[config.mk]
export PLATFORM = sky130hd
export DESIGN_NAME = csp_front
export DESIGN_NICKNAME = d
export VERILOG_FILES = /design/src/design/csp_pkg.sv /design/src/design/csp_front.sv
export SDC_FILE = /design/constraint.sdc
export NUM_CORES = 1
export LEC_CHECK = 0
export BUFFER_PORTS_ARGS = -buffer_cell sky130_fd_sc_hd__buf_2
export CORE_MARGIN = 2
export CORE_UTILIZATION = 60
export DETAILED_ROUTE_END_ITERATION = 7
export PLACE_DENSITY = 0.84
export REMOVE_ABC_BUFFERS = 1
export SETUP_SLACK_MARGIN = 0.2
export SYNTH_ARGS = -nofsm -noshare
export SYNTH_HDL_FRONTEND = slang
export SYNTH_SLANG_ARGS = --single-unit
export TNS_END_PERCENT = 10
[constraint.sdc]
create_clock -name clk -period 6.1 [get_ports clk]
set_input_delay 0.61 -clock clk [delete_from_list [all_inputs] [get_ports clk]]
set_output_delay 0.61 -clock clk [all_outputs]
set_load 0.02 [all_outputs]
[src/design/csp_pkg.sv]
package csp_pkg;

	localparam int SW = 11;
	localparam int CW = 10;
	localparam int IW = 30;
	localparam int VW = 34;
	localparam int DW = 13;
	localparam int FW = 3;
	localparam int RIW = 3;
	localparam int QDEPTH = 4;
	localparam int MAX_RES_DEF = 1024;

	localparam logic CMD_ENCODE = 1'b0;
	localparam logic CMD_DECODE = 1'b1;

	localparam logic [FW-1:0] FACE_AUTO = 3'd0;
	localparam logic [FW-1:0] FACE_X0 = 3'd1;
	localparam logic [FW-1:0] FACE_X1 = 3'd2;
	localparam logic [FW-1:0] FACE_Y0 = 3'd3;
	localparam logic [FW-1:0] FACE_Y1 = 3'd4;
	localparam logic [FW-1:0] FACE_Z0 = 3'd5;
	localparam logic [FW-1:0] FACE_Z1 = 3'd6;
	localparam logic [FW-1:0] FACE_ALT_AUTO = 3'd7;

	localparam logic [RIW-1:0] REG_SIZE_X = 3'd0;
	localparam logic [RIW-1:0] REG_SIZE_Y = 3'd1;
	localparam logic [RIW-1:0] REG_SIZE_Z = 3'd2;
	localparam logic [RIW-1:0] REG_SPLIT = 3'd3;
	localparam logic [RIW-1:0] REG_KEEP = 3'd4;

	typedef enum logic [1:0] {MODE_SPLIT, MODE_SURF, MODE_LATTICE} mode_t;

	typedef enum logic [3:0] {
		ST_IDLE, ST_PRE, ST_PRE2, ST_ENC1, ST_ENC2, ST_DEC0, ST_DIV, ST_DEC_MID, ST_DONE
	} state_t;

	typedef enum logic [2:0] {
		DIV_SPLIT_YZ, DIV_SPLIT_XZ, DIV_SPLIT_XY, DIV_CAP0, DIV_CAP1, DIV_RING,
		DIV_LAT1, DIV_LAT2
	} div_sel_t;

	typedef struct packed {
		logic [SW-1:0] size_x;
		logic [SW-1:0] size_y;
		logic [SW-1:0] size_z;
		logic split_faces;
		logic keep_interior;
	} cfg_t;

	typedef struct packed {
		logic command;
		logic [CW-1:0] x;
		logic [CW-1:0] y;
		logic [CW-1:0] z;
		logic [FW-1:0] face;
		logic [IW-1:0] index;
		mode_t mode;
	} item_t;

	function automatic logic [SW-1:0] eff_size(logic [SW-1:0] s, int unsigned max_res);
		logic [SW-1:0] r;
		r = s;
		if (s == '0) begin
			r = SW'(1);
		end else if ({21'b0, s} > max_res) begin
			r = max_res[SW-1:0];
		end
		return r;
	endfunction

endpackage

[src/design/csp_front.sv]
module csp_front #(
	parameter int MAX_RES = csp_pkg::MAX_RES_DEF
) (
	input  logic clk,
	input  logic arst_n,
	input  logic start,
	output logic busy,
	input  logic command,
	input  logic [csp_pkg::CW-1:0] in_x,
	input  logic [csp_pkg::CW-1:0] in_y,
	input  logic [csp_pkg::CW-1:0] in_z,
	input  logic [csp_pkg::FW-1:0] face,
	input  logic [csp_pkg::IW-1:0] in_index,
	input  logic cfg_valid,
	output logic cfg_ready,
	input  logic [csp_pkg::RIW-1:0] cfg_index,
	input  logic [csp_pkg::SW-1:0] cfg_data,
	output csp_pkg::cfg_t cfg,
	output csp_pkg::item_t head,
	output logic head_valid,
	input  logic pop
);

	localparam int QD = csp_pkg::QDEPTH;
	localparam int PW = $clog2(QD);
	localparam int NW = $clog2(QD + 1);

	csp_pkg::cfg_t cfg_q;
	csp_pkg::item_t mem_q [QD];
	logic [PW-1:0] wp_q, rp_q;
	logic [NW-1:0] cnt_q;
	logic push;
	logic [csp_pkg::SW-1:0] nx, ny, nz;
	csp_pkg::item_t item;

	assign cfg_ready = 1'b1;
	assign cfg = cfg_q;
	assign busy = (cnt_q == NW'(QD));
	assign push = start && !busy;
	assign head = mem_q[rp_q];
	assign head_valid = (cnt_q != '0);

	assign nx = csp_pkg::eff_size(cfg_q.size_x, MAX_RES);
	assign ny = csp_pkg::eff_size(cfg_q.size_y, MAX_RES);
	assign nz = csp_pkg::eff_size(cfg_q.size_z, MAX_RES);

	always_comb begin
		item.command = command;
		item.x = in_x;
		item.y = in_y;
		item.z = in_z;
		item.face = face;
		item.index = in_index;
		if (cfg_q.split_faces) begin
			item.mode = csp_pkg::MODE_SPLIT;
		end else if (!cfg_q.keep_interior && nx > 1 && ny > 1 && nz > 1) begin
			item.mode = csp_pkg::MODE_SURF;
		end else begin
			item.mode = csp_pkg::MODE_LATTICE;
		end
	end

	always_ff @(posedge clk or negedge arst_n) begin
		if (!arst_n) begin
			cfg_q.size_x <= csp_pkg::SW'(1);
			cfg_q.size_y <= csp_pkg::SW'(1);
			cfg_q.size_z <= csp_pkg::SW'(1);
			cfg_q.split_faces <= 1'b0;
			cfg_q.keep_interior <= 1'b0;
		end else if (cfg_valid) begin
			unique case (cfg_index)
				csp_pkg::REG_SIZE_X: cfg_q.size_x <= cfg_data;
				csp_pkg::REG_SIZE_Y: cfg_q.size_y <= cfg_data;
				csp_pkg::REG_SIZE_Z: cfg_q.size_z <= cfg_data;
				csp_pkg::REG_SPLIT: cfg_q.split_faces <= cfg_data[0];
				csp_pkg::REG_KEEP: cfg_q.keep_interior <= cfg_data[0];
				default: ;
			endcase
		end
	end

	always_ff @(posedge clk or negedge arst_n) begin
		if (!arst_n) begin
			wp_q <= '0;
			rp_q <= '0;
			cnt_q <= '0;
		end else begin
			if (push) begin
				wp_q <= wp_q + 1'b1;
			end
			if (pop) begin
				rp_q <= rp_q + 1'b1;
			end
			if (push && !pop) begin
				cnt_q <= cnt_q + 1'b1;
			end else if (pop && !push) begin
				cnt_q <= cnt_q - 1'b1;
			end
		end
	end

	always_ff @(posedge clk) begin
		if (push) begin
			mem_q[wp_q] <= item;
		end
	end

endmodule

## Yosys cells after proc, flatten, opt, wreduce, memory -nomap -nowiden

Memory sizes are Yosys's and may differ from the RTL's.
Cells that the tools add are included.

| operators by class | value |
|---|---|
| reduce and logical (&&, ||, !) cells | 21 |
| equal/unequal tests | 5 |
| magnitude comparators | 6 |
| muxes and demuxes | 12 |
| add/subtract/negate cells | 4 |

Operator list:

| operator | number |
|---|---|
| 11-bit two-way mux | 6 |
| 11-bit by 1-bit greater-than comparator with 1-bit output, second input constant | 3 |
| 11-bit greater-than comparator, second input constant | 3 |
| 11-bit logical NOT | 3 |
| 2-bit AND reduction | 5 |
| 3-bit by 2-bit equality test with 1-bit output, second input constant | 2 |
| 3-bit equality test, second input constant | 2 |
| 1-bit logical AND | 6 |
| 3-bit two-way mux | 2 |
| 2-bit by 1-bit adder with 2-bit output, second input constant | 2 |
| 1-bit logical NOT | 4 |
| 2-bit two-way mux | 2 |
| 3-bit by 1-bit adder with 3-bit output, second input constant | 1 |
| 3-bit by 1-bit equality test with 1-bit output, second input constant | 1 |
| 3-bit logical NOT | 1 |
| 3-bit nonzero test | 1 |
| 3-bit by 1-bit subtractor with 3-bit output, second input constant | 1 |
| 1-bit two-way mux | 2 |
| 2-bit nonzero test | 1 |

| storage, ports and cells | value |
|---|---|
| output and inout bits | 104 |
| input port bits | 83 |
| word-level logic and storage cells | 57 |
| RAM bits | 264 |
| bits in registers | 42 |
| memories kept | 1 |

Memory list:

| memory | words | bits a word | rd ports | clocked after memory_dff | write ports | RTL line | RTL |
|---|---|---|---|---|---|---|---|
| mem_q | 4 | 66 | 1 | 0 | 1 | csp_front.sv:29 | `csp_pkg::item_t mem_q [QD];` |

## Depth between registers and ports, before layout

| logic depth | value |
|---|---|
| word-level depth | 9 |
| mapped depth | 9 |
| mapped depth without buffers | 8 |

## Worst setup path before layout

No wires, ideal clock.

| timing | value |
|---|---|
| kind | input to register |
| start point | input port start |
| end point | memory mem_q[0][0] (netlist bit), enable pin |
| setup slack | 3.229 ns |
| data arrival time | 2.440 ns |
| setup time | 0.431 ns |
| cell stages on the path | 3 |
| required time | 5.669 ns |
| buffers on the path | 1 |
| path through | nor2b_1 buf_2 and2_1 |

| between the ends | value |
|---|---|
| cells in the longest elaborated chain, start to end | 3 |

Ends and longest elaborated chain:

| item | RTL line | RTL |
|---|---|---|
| start, declared | csp_front.sv:6 | `input logic start,` |
| 1-bit logical AND | csp_front.sv:39 | `assign push = start && !busy;` |
| named net push | csp_front.sv:32 | `logic push;` |
| 1-bit two-way mux | csp_front.sv:103 | `if (push) begin` |
| 1-bit two-way mux (implied by the code) | csp_front.sv:104 | `mem_q[wp_q] <= item;` |
| end, declared | csp_front.sv:29 |  |

The timed path passes the listed nets, and every way through them passes these cells.

==> run metrics <==
worst path cell trace=buf_4, mux4_2, buf_2; setup_tns=0 ns; CTS tree=built; all-layer global routing usage=~22%; Detailed Route WL=approximately 21,000 um; CTS sink count=a little over 300; Tmin final=3.57 ns; # H-tree levels=1; footprint of the multi-input gates=2280 sq um; DRT antenna net count=0; final max-slew violation count=0; Worst Path Required=5.49 ns; RSZ-0062 raised after global routing=no; worst skew pair latency=0.54 ns; Avg WL per Cell=23.0 um; Max FO, Critical Path=35; number of buffers added on ports=185; Die Area=20,100 sq um; core footprint=between 15,000 and 20,000 sq um; Clock Pin Slew Worst Setup and Hold Paths=0.06 ns; critical path startpoint category=flip-flop; Peak VDD IR=0.000309 V; die width=142 um; Final period util=58.5%; GRT overflow=0; CP Capture Type=primary output; YS warnings=0; Register Area=8990 sq um; layout cells sized above 1=49.7%; post-synthesis cell area=11,400 sq um; relative slew slack=16.6%; Worst Path Buf+Inv=2; DR iter-0 viols=417; Max Fclk=280 MHz; leakage=4.84 nW; Post-CTS Hold Buffers=0; CTS buffer count=30; max_cap viols=0; Syn-to-layout area delta=18.0%; worst slew pin tran=1.25 ns; drt first pass iters=4; DRC violations left=0; outcome=completed; WP data arrival=~3 ns; Post-layout nets=761; Hold Crit Class=in2async; dpl hpwl=12,700 um; number of gates resized after cts=0; Synth Instances=474; Power Density=a little under 500 nW/um^2; I/O pins=187; vias per cell=5.92; final hold vios=0; total power draw=0.00668 W; vias in the first global route=slightly below 6,000; Setup Buffers After CTS=0; syn_area_per_cell=roughly 24 sq um; Clock Skew=0.0122 ns; Yosys cell types=32; sequential element share of the synthesized area=between 70% and 80%; critical path's largest stage delay=0.88 ns; initial antenna violation count=4; family with the most delay on the worst path=flip-flops; CTS root buf=clkbuf_16; chip height=142 um; clock buffer depth=3; FP Rows=50; CP Class=reg2out; via count=approximately 5,500; WHS=0.206 ns; first-pass GRT wire length=32,600 um; synthesized flop and latch total=306; Initial Util=61.0%; largest net degree at the start of global routing=between 60 and 70; final setup vio count=0; Routability Congestion=0.835; slowest CP cell=dfrtp_4; number of fill cells in the layout=about 1,100
==> power by group <==
part / internal, W / switching [W] / total (W)
registers: 0.00277 / 0.000307 / 0.00307
clock network: 0.00100 / 0.000724 / 0.00173
logic: 0.000812 / 0.00107 / 0.00188
total: 0.00458 / 0.00210 / 0.00668
==> cell usage after synthesis <==
cell type	count	share of area (%)
a31o_2	1	0.077
and2_1	4	0.22
and4bb_2	2	0.22
buf_1	3	0.099
buf_2	8	0.35
buf_4	6	0.39
buf_6	3	0.30
conb_1	1	0.033
dfrtp_1	39	8.6
dfstp_2	3	0.69
edfxtp_1	264	70
fa_1	1	0.18
ha_1	5	0.55
inv_1	5	0.16
mux2_1	1	0.099
mux2_2	36	3.6
mux4_2	66	13
nand2_1	2	0.066
nand4b_1	1	0.077
nor2_1	2	0.066
nor2b_1	1	0.055
nor3_1	1	0.044
nor3b_1	1	0.066
nor4_1	3	0.16
nor4_4	2	0.37
nor4b_2	1	0.13
o31a_1	1	0.077
or3_1	1	0.055
or4_1	2	0.13
or4_4	2	0.20
xnor2_1	3	0.23
xor2_1	3	0.23
==> metrics by stage <==
stage | area (sq um) | cells | utilization (%) | worst slack [ns]
global route | 13500 | 931 | 71.9 | 2.31
detailed placement | 12500 | 874 | 66.9 | 3.03
floorplan | 11300 | 454 | - | 2.09
finish | 13500 | 933 | 71.9 | 2.53
CTS | 13400 | 930 | 71.9 | 2.44
global placement | 12500 | 874 | 66.9 | 3.09
==> metal layers <==
layer  global-route usage (%)  vias up  share of wire, %
met2                     36.3      258                51
met1                     29.0     2839                39
met5                        0        -             0.056
li1                         -     2381                 -
met3                     5.16       40               8.4
met4                     5.58        2               1.8
==> placed cells by master, fill, tap and decap left out, types with 5 or more instances in the layout <==
cell type,synthesis,layout
edfxtp_1,264,264
buf_2,8,185
mux4_2,66,66
dfrtp_1,39,37
mux2_2,36,36
clkbuf_16,0,31
clkinv_1,0,11
clkinv_2,0,8
inv_1,5,5
ha_1,5,5
==> sequential cells by signal (all words and copies together), names as in the netlist <==
name / flops
cfg: 35
cnt_q: 3
mem_q: 264
rp_q: 2
wp_q: 2
==> final cells by class <==
class	instances	share of cell area (%)
diodes	3	0.0558
inverters	5	0.139
flip-flops and latches	306	66.8
multi-input cells	143	17.0
well taps	234	2.18
repair buffers	186	6.94
clock buffers	35	5.88
clock inverters	21	1.05
==> worst reg2reg max path, delay by kind of cell, from the launching register on <==
family | cells | cell delay [ns]
DFF | 1 | 0.40
and+or+nand+nor | 3 | 1.51
==> final timing paths <==
path,endpoint,startpoint,depth (start not counted),slack [ns]
setup / recovery,head[48],rp_q[0]$_DFFE_PN0P_,3,2.53
hold / removal,cfg[16]$_DFFE_PN0P_,arst_n,1,0.21
setup reg to reg,mem_q[0][14]$_DFFE_PP_,cnt_q[2]$_DFFE_PN0P_,3,3.75
hold reg to reg,cnt_q[2]$_DFFE_PN0P_,cnt_q[2]$_DFFE_PN0P_,1,0.51
max in group asynchronous,rp_q[1]$_DFFE_PN0P_,arst_n,1,5.22
min in group clk,mem_q[1][54]$_DFFE_PP_,in_y[9],1,0.29
==> cells by family (layout without fill, tap and decap cells) <==
logic type               after synthesis  in the layout  synth area share, %
flip-flops                           306            306                 78.8
other                                  1              4               0.0329
multiplexers                         103            103                 16.7
buffers and inverters                 25            247                 1.31
adder cells (fa/ha/maj)                6              6                0.724
AO/OA/AOI/OAI                          2              2                0.154
AND/OR/NAND/NOR                       25             25                 1.87
XOR/XNOR                               6              6                0.461
No activity file was read; power rests on OpenSTA's default activity.
